$ cat config.mk
export PLATFORM = sky130hd
export DESIGN_NAME = artdmx_packet_receiver
export DESIGN_NICKNAME = d
export VERILOG_FILES = /design/src/design/artdmx_pkg.sv /design/src/design/artdmx_packet_receiver.sv /design/src/design/artdmx_parse.sv
export VERILOG_INCLUDE_DIRS = /design/src /design/src/design
export SDC_FILE = /design/constraint.sdc
export NUM_CORES = 1
export LEC_CHECK = 0
export ABC_CLOCK_PERIOD_IN_PS = 3500
export BUFFER_PORTS_ARGS = -buffer_cell sky130_fd_sc_hd__buf_2
export CORE_MARGIN = 4
export CORE_UTILIZATION = 40
export DETAILED_ROUTE_END_ITERATION = 7
export SLEW_MARGIN = 30
export SYNTH_ARGS = -nofsm -noshare
export SYNTH_HDL_FRONTEND = slang
export SYNTH_SLANG_ARGS = --single-unit
$ cat constraint.sdc
create_clock -name clk -period 3.5 [get_ports clk]
set_input_delay 0.175 -clock clk [delete_from_list [all_inputs] [get_ports clk]]
set_output_delay 0.175 -clock clk [all_outputs]
set_load 0.03 [all_outputs]
$ cat src/design/assert_macros.svh
`ifndef ASSERT_MACROS_SVH
`define ASSERT_MACROS_SVH

// Clocked property, disabled during reset.
`define ASSERT_PROP(label, clk, rst_n, prop, msg) \
	label: assert property (@(posedge clk) disable iff (!(rst_n)) (prop)) else $error(msg);

// Condition that must never hold.
`define ASSERT_NEVER(label, clk, rst_n, cond, msg) \
	`ASSERT_PROP(label, clk, rst_n, !(cond), msg)

`endif

$ cat src/design/artdmx_pkg.sv
package artdmx_pkg;

	localparam int unsigned CH_W      = 9;
	localparam int unsigned UNIV_W    = 15;
	localparam int unsigned START_W   = 9;
	localparam int unsigned STATUS_W  = 3;

	localparam int unsigned ID_LEN       = 7;
	localparam int unsigned ID_MIN_LAST  = 6;
	localparam int unsigned POS_OPC_LO   = 8;
	localparam int unsigned POS_OPC_HI   = 9;
	localparam int unsigned POS_UNIV_LO  = 14;
	localparam int unsigned POS_UNIV_HI  = 15;
	localparam int unsigned POS_LEN_HI   = 16;
	localparam int unsigned POS_LEN_LO   = 17;
	localparam int unsigned DATA_START   = 18;

	localparam logic [15:0] OP_DMX  = 16'h5000;
	localparam logic [15:0] OP_POLL = 16'h2000;

	typedef enum logic [0:0] {
		CFG_UNIVERSE = 1'b0,
		CFG_START    = 1'b1
	} cfg_reg_t;

	typedef enum logic [STATUS_W-1:0] {
		ST_DMX_APPLIED  = 3'd0,
		ST_BAD_ID       = 3'd1,
		ST_POLL         = 3'd2,
		ST_OTHER_OP     = 3'd3,
		ST_UNIV_MISMATCH = 3'd4
	} status_t;

	typedef struct packed {
		logic            write_enable;
		logic [CH_W-1:0] channel_index;
		logic [7:0]      channel_value;
		logic            packet_done;
		status_t         packet_status;
	} result_t;

	function automatic logic [7:0] id_char(input logic [2:0] idx);
		logic [7:0] c;
		unique case (idx)
			3'd0:    c = 8'h41;
			3'd1:    c = 8'h72;
			3'd2:    c = 8'h74;
			3'd3:    c = 8'h2D;
			3'd4:    c = 8'h4E;
			3'd5:    c = 8'h65;
			3'd6:    c = 8'h74;
			default: c = 8'h00;
		endcase
		return c;
	endfunction

endpackage

$ cat src/design/artdmx_packet_receiver.sv
// Art-Net ArtDmx receiver.
// Feed the UDP payload of one packet as a stream of byte words on s_axis,
// tlast high on the final byte. Each accepted word yields exactly one result
// word on m_axis: a channel write (write_enable, channel_index, value) when
// the byte is DMX data for this node, and on the final byte tlast high with
// the packet status in tuser (0 applied, 1 bad id, 2 poll, 3 other opcode,
// 4 universe mismatch).
// Each accepted word passes one input stage register, then the parser and
// the result register. One word per cycle is sustained while m_axis_tready
// stays high; the parser state advances by one byte position per word, up
// to MAX_PACKET_BYTES.
// A stall on m_axis holds the result register and then the input stage, and
// s_axis_tready drops only when both are full.
// Write universe (index 0) and start_address (index 1) through the cfg port
// while the stream is idle; cfg_ready is always high.
// Reset restarts the packet state and clears both pipeline valids and the cfg registers.
module artdmx_packet_receiver #(
	parameter int unsigned LED_COUNT        = 170,
	parameter int unsigned MAX_PACKET_BYTES = 530
) (
	input  logic        clk,
	input  logic        arst_n,
	input  logic        s_axis_tvalid,
	output logic        s_axis_tready,
	input  logic [7:0]  s_axis_tdata,   // [7:0] packet_byte
	input  logic        s_axis_tlast,   // last_byte
	output logic        m_axis_tvalid,
	input  logic        m_axis_tready,
	output logic [23:0] m_axis_tdata,   // [0] write_enable, [9:1] channel_index,
	                                    // [17:10] channel_value, [23:18] zero
	output logic        m_axis_tlast,   // packet_done
	output logic [2:0]  m_axis_tuser,   // [2:0] packet_status
	input  logic        cfg_valid,
	output logic        cfg_ready,
	input  logic [0:0]  cfg_index,
	input  logic [14:0] cfg_data
);

	`include "assert_macros.svh"

	localparam int unsigned CAP = LED_COUNT * 3;

	logic                               valid_s1;
	logic [7:0]                         byte_s1;
	logic                               last_s1;
	logic                               advance;
	logic                               out_valid_q;
	artdmx_pkg::result_t                res_q;
	artdmx_pkg::result_t                res_n;
	logic [artdmx_pkg::UNIV_W-1:0]      universe_q;
	logic [artdmx_pkg::START_W-1:0]     start_q;

	assign cfg_ready     = 1'b1;
	assign advance       = valid_s1 && (!out_valid_q || m_axis_tready);
	assign s_axis_tready = !valid_s1 || advance;

	always_ff @(posedge clk or negedge arst_n) begin
		if (!arst_n) begin
			universe_q <= '0;
			start_q    <= '0;
		end else if (cfg_valid && cfg_ready) begin
			unique case (artdmx_pkg::cfg_reg_t'(cfg_index))
				artdmx_pkg::CFG_UNIVERSE: universe_q <= cfg_data;
				artdmx_pkg::CFG_START:    start_q    <= cfg_data[artdmx_pkg::START_W-1:0];
				default:                  ;
			endcase
		end
	end

	always_ff @(posedge clk or negedge arst_n) begin
		if (!arst_n) begin
			valid_s1 <= 1'b0;
		end else if (s_axis_tvalid && s_axis_tready) begin
			valid_s1 <= 1'b1;
		end else if (advance) begin
			valid_s1 <= 1'b0;
		end
	end

	always_ff @(posedge clk) begin
		if (s_axis_tvalid && s_axis_tready) begin
			byte_s1 <= s_axis_tdata;
			last_s1 <= s_axis_tlast;
		end
	end

	artdmx_parse #(
		.LED_COUNT        (LED_COUNT),
		.MAX_PACKET_BYTES (MAX_PACKET_BYTES)
	) u_parse (
		.clk           (clk),
		.arst_n        (arst_n),
		.advance       (advance),
		.packet_byte   (byte_s1),
		.last_byte     (last_s1),
		.universe      (universe_q),
		.start_address (start_q),
		.result        (res_n)
	);

	always_ff @(posedge clk or negedge arst_n) begin
		if (!arst_n) begin
			out_valid_q <= 1'b0;
		end else if (advance) begin
			out_valid_q <= 1'b1;
		end else if (m_axis_tready) begin
			out_valid_q <= 1'b0;
		end
	end

	always_ff @(posedge clk) begin
		if (advance) begin
			res_q <= res_n;
		end
	end

	assign m_axis_tvalid = out_valid_q;
	assign m_axis_tdata  = {6'b0, res_q.channel_value, res_q.channel_index, res_q.write_enable};
	assign m_axis_tlast  = res_q.packet_done;
	assign m_axis_tuser  = res_q.packet_status;

	`ASSERT_PROP(a_write_in_range, clk, arst_n,
		(m_axis_tvalid && res_q.write_enable) |-> (32'(res_q.channel_index) < CAP),
		"channel index beyond LED channel count")
	`ASSERT_NEVER(a_status_without_done, clk, arst_n,
		m_axis_tvalid && !res_q.packet_done && (res_q.packet_status != artdmx_pkg::ST_DMX_APPLIED),
		"status set on a word that does not end the packet")
	`ASSERT_NEVER(a_idle_write_payload, clk, arst_n,
		m_axis_tvalid && !res_q.write_enable
			&& ((res_q.channel_index != '0) || (res_q.channel_value != '0)),
		"channel payload set without a write")
	`ASSERT_PROP(a_stage_moves, clk, arst_n,
		(valid_s1 && (!out_valid_q || m_axis_tready)) |=> out_valid_q,
		"input stage advanced without filling the result register")

endmodule

$ cat src/design/artdmx_parse.sv
module artdmx_parse #(
	parameter int unsigned LED_COUNT        = 170,
	parameter int unsigned MAX_PACKET_BYTES = 530
) (
	input  logic                                clk,
	input  logic                                arst_n,
	input  logic                                advance,
	input  logic [7:0]                          packet_byte,
	input  logic                                last_byte,
	input  logic [artdmx_pkg::UNIV_W-1:0]       universe,
	input  logic [artdmx_pkg::START_W-1:0]      start_address,
	output artdmx_pkg::result_t                 result
);

	localparam int unsigned POS_W = $clog2(MAX_PACKET_BYTES + 1);
	localparam int unsigned CAP   = LED_COUNT * 3;

	logic [POS_W-1:0]            pos_q, pos_n;
	logic                        id_ok_q, id_ok_n;
	logic [15:0]                 opc_q, opc_n;
	logic [15:0]                 univ_q, univ_n;
	logic [15:0]                 len_q, len_n;
	logic [artdmx_pkg::CH_W-1:0] cw_q, cw_n;

	logic        in_buf;
	logic        dmx_for_us;
	logic        room;
	logic [15:0] data_first;
	logic [15:0] cw_plus_start;

	assign in_buf        = pos_q < POS_W'(MAX_PACKET_BYTES);
	assign dmx_for_us    = id_ok_q && (opc_q == artdmx_pkg::OP_DMX)
		&& (univ_q[artdmx_pkg::UNIV_W-1:0] == universe);
	assign data_first    = 16'(artdmx_pkg::DATA_START) + 16'(start_address);
	assign cw_plus_start = 16'(cw_q) + 16'(start_address);
	assign room          = (cw_q < artdmx_pkg::CH_W'(CAP)) && (cw_plus_start < len_q);

	always_comb begin
		pos_n  = pos_q;
		id_ok_n = id_ok_q;
		opc_n  = opc_q;
		univ_n = univ_q;
		len_n  = len_q;
		cw_n   = cw_q;
		result = '0;
		if (in_buf) begin
			if (pos_q < POS_W'(artdmx_pkg::ID_LEN)) begin
				if (packet_byte != artdmx_pkg::id_char(pos_q[2:0])) begin
					id_ok_n = 1'b0;
				end
			end else if (pos_q == POS_W'(artdmx_pkg::POS_OPC_LO)) begin
				opc_n[7:0] = packet_byte;
			end else if (pos_q == POS_W'(artdmx_pkg::POS_OPC_HI)) begin
				opc_n[15:8] = packet_byte;
			end else if (pos_q == POS_W'(artdmx_pkg::POS_UNIV_LO)) begin
				univ_n[7:0] = packet_byte;
			end else if (pos_q == POS_W'(artdmx_pkg::POS_UNIV_HI)) begin
				univ_n[15:8] = packet_byte;
			end else if (pos_q == POS_W'(artdmx_pkg::POS_LEN_HI)) begin
				len_n[15:8] = packet_byte;
			end else if (pos_q == POS_W'(artdmx_pkg::POS_LEN_LO)) begin
				len_n[7:0] = packet_byte;
			end else if (16'(pos_q) >= data_first && dmx_for_us && room) begin
				result.write_enable  = 1'b1;
				result.channel_index = cw_q;
				result.channel_value = packet_byte;
				cw_n = cw_q + 1'b1;
			end
			pos_n = pos_q + 1'b1;
		end
		if (last_byte) begin
			result.packet_done = 1'b1;
			if (!id_ok_n || pos_q < POS_W'(artdmx_pkg::ID_MIN_LAST)) begin
				result.packet_status = artdmx_pkg::ST_BAD_ID;
			end else if (opc_n == artdmx_pkg::OP_POLL) begin
				result.packet_status = artdmx_pkg::ST_POLL;
			end else if (opc_n != artdmx_pkg::OP_DMX) begin
				result.packet_status = artdmx_pkg::ST_OTHER_OP;
			end else if (univ_n[artdmx_pkg::UNIV_W-1:0] != universe) begin
				result.packet_status = artdmx_pkg::ST_UNIV_MISMATCH;
			end else begin
				result.packet_status = artdmx_pkg::ST_DMX_APPLIED;
			end
			pos_n   = '0;
			id_ok_n = 1'b1;
			opc_n   = '0;
			univ_n  = '0;
			len_n   = '0;
			cw_n    = '0;
		end
	end

	always_ff @(posedge clk or negedge arst_n) begin
		if (!arst_n) begin
			pos_q   <= '0;
			id_ok_q <= 1'b1;
			opc_q   <= '0;
			univ_q  <= '0;
			len_q   <= '0;
			cw_q    <= '0;
		end else if (advance) begin
			pos_q   <= pos_n;
			id_ok_q <= id_ok_n;
			opc_q   <= opc_n;
			univ_q  <= univ_n;
			len_q   <= len_n;
			cw_q    <= cw_n;
		end
	end

endmodule
# After elaboration in Yosys (flattened, before gate mapping)
# Cells that the tools add are included.
# classes
n_reduce_logical,31
add_sub_neg,4
n_lt_le_gt_ge,6
bitwise_logic,4
mux,53
div_mod_pow,0
shifts,0
n_mul,0
n_eq_ne,25
# ops
op,n
$mux 16,10
$mux 9,10
$mux 15,5
$mux 8,9
$pmux 7 s6,1
$eq 10x4->1 const B,4
$eq 10x5->1 const B,2
$lt 10x3->1 const B,2
$mux 10,2
$mux 18,1
$eq 16x14->1 const B,1
$eq 16x15->1 const B,1
$ge 10x16->1,1
$lt 16x16->1,1
$ne 16x15->1 const B,1
$eq 15x15->1,1
$ne 15x15->1,1
$mux 7,2
$ne 2x2->1 const B,7
$mux 3,4
$reduce_bool 2->1,6
$add 10x1->10 const B,1
$add 5x9->10 const A,1
$add 9x9->10,1
22 further kinds,48
# word_totals
romBits,0
out_inout_bits,31
ramBits,0
input_bits,30
reg_bits,124
memories,0
latchBits,0

# Logic depth before layout (Yosys ltp)
# logic_depth
word_depth,15
depth_mapped,18

# Cells and area by module
# Synthesis repeated with hierarchy kept, for this count alone.
# hier_totals
hier_cells,688
hier_area_um2,6998.0
# modules_own_cells
module,seq_area_each_um2,cells_per_inst,area_per_inst_um2,instances
artdmx_parse,1677.9,588,4973.5,1
artdmx_packet_receiver,1581.5,100,2024.4,1

# Worst setup path before layout
# Ideal clock, no wire load.
# synth_timing
path_type,reg-to-reg
from,reg u_parse.cw_q[0] (netlist bit)
to,reg res_q (netlist bit m_axis_tdata[15]) (data pin)
path_slack_ps,51
path_stages_with_launch,19
required_time_ps,3368
t_arrival_ps,3317
path_cell_list,dfrtp_1 ha_1 inv_1 fa_1 inv_1 a21o_1 a21oi_1 o21bai_1 a21oi_1 o21ai_0 xor2_1 ha_1 and3_1 nand3_1 o211a_1 nor2_1 nor4b_2 clkbuf_1 and2_1
# synth_between
elab_chain_cells,6
word_cells_on_any_way,7
cone_classes,add/sub (1); order compare (2); bitwise (1); reduce/logical (3)
# synth_rtl
item,line_no,source
from (decl),artdmx_parse.sv:23,"logic [artdmx_pkg::CH_W-1:0] cw_q, cw_n;"
from (signal assigned),artdmx_parse.sv:107,cw_q <= cw_n;
$add 9x9->10,artdmx_parse.sv:35,assign cw_plus_start = 16'(cw_q) + 16'(start_address);
$lt 16x16->1,artdmx_parse.sv:36,assign room = (cw_q < artdmx_pkg::CH_W'(CAP)) && (cw_plus_start < len_q);
$logic_and 1x1->1 *,artdmx_parse.sv:36,
$logic_and 1x1->1 *,artdmx_parse.sv:63,end else if (16'(pos_q) >= data_first && dmx_for_us && room) begin
$not 1->1 (no line) *,--,
$reduce_or 9->1 (no line) *,--,
to (signal assigned),artdmx_packet_receiver.sv:113,res_q <= res_n;
to (decl),artdmx_packet_receiver.sv:48,artdmx_pkg::result_t res_q;
# Mark *: on every way between the ends. The rest lies on a longest branch, timed or not.
# A chain may end at the register's enable or synchronous reset.

# Worst setup path after layout
# layout_timing
from,reg u_parse.cw_q[0] (netlist bit)
to,reg u_parse.cw_q[8] (netlist bit)
# layout_between
elab_chain_cells,11
word_cells_on_any_way,18
cone_classes,add/sub (2); order compare (2); mux (10); reduce/logical (4)
# layout_rtl
item
"parallel branches: the longest is 11 deep, another holds $lt 16x16->1"
# Several ways; the timed one is not identified. The select of a mux whose other input is x is not followed.

==> out/qor.csv <==
metric,value,unit
status,completed,
path_class,reg2reg,
coreArea,17200,sq um
worst_slack,124,ps
die_w,140,microns
rows,48,
cts_made_buffers,17,
hold_end,universe_q[4],
multi_input_area,3620,sq um
dpl_worst_slack,-205,ps
relSlewSlack,47.5,%
ys_warn_count,0,
drv_cap,0,
cp_max_fo,8,
clockRootBuffer,clkbuf_16,
power.switching,1.18,mW
first_iter_violations,415,
synthArstFlopShare,75.0,%
dieArea,19700,sq um
leakage,3.78,nW
first_pass_iters,5,
grt_pass1_wl,28700,microns
grt.total_usage,18.6,%
final_cell_mix,"dfrtp_1 (92), buf_2 (52), nand2_1 (50)",
p_clk_share,42.7,%
synth.distinct_cells,70,
tightest_slew,785,ps
combPwrFrac,17.4,%
routed_wl,18400,microns
crit_arrival,3680,ps
clk-insertion-delay-late,420,ps
final.fill_count,1542,
syn_avg_cell_area,10.7,sq um
setup_viol,0,
p_seq_share,39.9,%
drtAntennaViolNets,0,
die_y,140,microns
tritoncts,yes,
worstHoldStart,cfg_data[4],
total_power,4.27,mW
rr_worst_depth,19,
numPortBuffers,53,
grt_pass1_vias,5346,
synth_top_area_cell,dfrtp_1,
synth_ff_type,dfrtp_1,
yosysSeqAreaShare,46.5,%
num_vias,5463,
synthTopCellsByArea,"dfrtp_1 (33%), edfxtp_1 (13%), ha_1 (6.6%), xnor2_1 (4.2%), a22o_1 (3.7%)",
netlist_area,7010,sq um
drc,0,
nNetsFinal,819,
n_antenna_cell,0,
grt_max_degree,79,
cp.required,3800,ps
vdd_drop_max,324,uV
clock_sinks,124,
clk_pin_slew,60,ps
clock_skew,6.46,ps
drive_above_1_share,24.0,%
switching_share,27.6,%
min_period,3380,ps
antenna_found_initial,0,
rrSetupSlack,120,ps
area_delta_synth_final,22.6,%
slew_violations,0,
critPathLaunchType,flop,
intPower,3.09,mW
place_hpwl,13100,microns
yosys.area.top_type_share,32.8,%
final_common_cell,dfrtp_1,
dp.cells,930,
hold_class,in2reg,
hold_depth,2,
globalplace.congestion,0.902,
end_kind,flop,
layout.area.seq,3260,sq um
fin_cells,989,
synth-edff-count,31,
wire_per_inst,18.6,microns
clock.fmax,296,MHz
htreeDepth,4,
start_util,40.7,%
r2r-start,u_parse.cw_q[0],
grt_setup_unrepaired,yes,
vias_per_cell,5.52,
cts_buffer_depth,2,
pin_count,61,
r2r-end,u_parse.cw_q[8],
fin_util,49.9,%
period_share,96.5,%
syn_inst,658,
ys_ff_latch,124,
grt_overflow_total,0,
final_hold_viol_count,0,
p_per_area,497,nW/um^2
-- routing by layer --
metal,global-route usage [%],routed length [microns],vias to the layer above
met4,6.99,451,0
met2,29.4,8790,183
met1,24.9,8180,2688
li1,-,-,2555
met3,4.27,953,37
met5,0,0,-
-- critical path: stages (launching register included) --
cell and delay [ps]:
dfrtp_1 360, ha_2 190, inv_2 40, fa_2 360, inv_2 50, a21o_1 120
a21oi_2 60, o21bai_1 160, a21oi_2 90, buf_4 140, xnor2_2 130, ha_1 320
nand2_1 70, o21ai_1 50, o21ai_1 170, o211a_4 210, nor2_4 50, buf_6 160
buf_4 160, o41ai_1 370
-- how the worst max path moves through the flow --
stage	from	to	depth (start not counted)
after global placement	start_q[0]	u_parse.cw_q[6]	18
after detailed placement	start_q[0]	u_parse.cw_q[4]	18
after floorplan	u_parse.cw_q[0]	m_axis_tdata[15]	18
after global routing	u_parse.cw_q[0]	u_parse.cw_q[6]	20
after CTS	start_q[0]	u_parse.cw_q[6]	18
final	u_parse.cw_q[0]	u_parse.cw_q[8]	19
-- sequential cells by signal, summed over array words and instances (netlist names) --
signal,flops
m_axis_tdata,18
u_parse.len_q,16
u_parse.opc_q,16
u_parse.univ_q,15
universe_q,15
u_parse.pos_q,10
start_q,9
u_parse.cw_q,9
byte_s1,8
m_axis_tuser,3
last_s1,1
m_axis_tlast,1
m_axis_tvalid,1
u_parse.id_ok_q,1
valid_s1,1
-- power groups by stage --
stage	logic, mW	clock network [mW]	registers [mW]
3_5_place_dp	0.676	0	1.73
6_report	0.742	1.82	1.70
4_1_cts	0.707	1.85	1.70
2_1_floorplan	0.458	0	1.72
5_1_grt	0.826	1.92	1.72
3_3_place_gp	0.653	0	1.72
-- final cells by class --
type,count,area share (%)
clock inverters,9,1.22
clock buffers,23,6.04
inverters,32,1.40
flip-flops and latches,124,37.9
repair buffers,101,8.07
well taps,225,3.28
multi-input cells,475,42.1
-- synthesized netlist by cell type, types with 6 or more instances --
library cell / n
a21oi_1: 21
a22o_1: 30
and2_1: 20
and3_1: 6
buf_4: 8
clkbuf_1: 21
dfrtp_1: 92
edfxtp_1: 31
ha_1: 37
inv_1: 31
mux2_1: 6
mux2_2: 22
mux2i_1: 11
nand2_1: 50
nand2b_1: 8
nand3_1: 14
nand4_1: 12
nor2_1: 30
nor2b_1: 10
nor3_1: 13
nor4_1: 7
o21ai_0: 25
o21ai_1: 6
xnor2_1: 34
xor2_1: 18
-- metrics by stage --
stage	setup TNS [ps]	hold WS (ps)	cell area, sq um
floorplan	0	-121	7030
global placement	0	353	7590
detailed placement	-1870	278	7590
CTS	0	8.04	8460
global route	-560	14.2	8590
finish	0	18.2	8590
-- cell families after synthesis --
logic type | synth area share, %
simple gates | 17.3
compound gates | 12.8
flops | 46.5
buf+inv | 3.89
xor+xnor | 6.49
mux | 6.07
fa+ha+maj | 6.89
other cells | 0.107
-- timing repair --
| action | CTS | global route |
|---|---|---|
| pin swaps | 9 | 19 |
| hold endpoints to repair | 96 | 0 |
| hold buffers | 20 | 0 |
| setup endpoints to repair | 23 | 26 |
| setup buffers | 3 | 3 |
| resized for setup | 8 | 28 |
| gates cloned | 0 | 1 |
(Power assumes the default switching activity.)
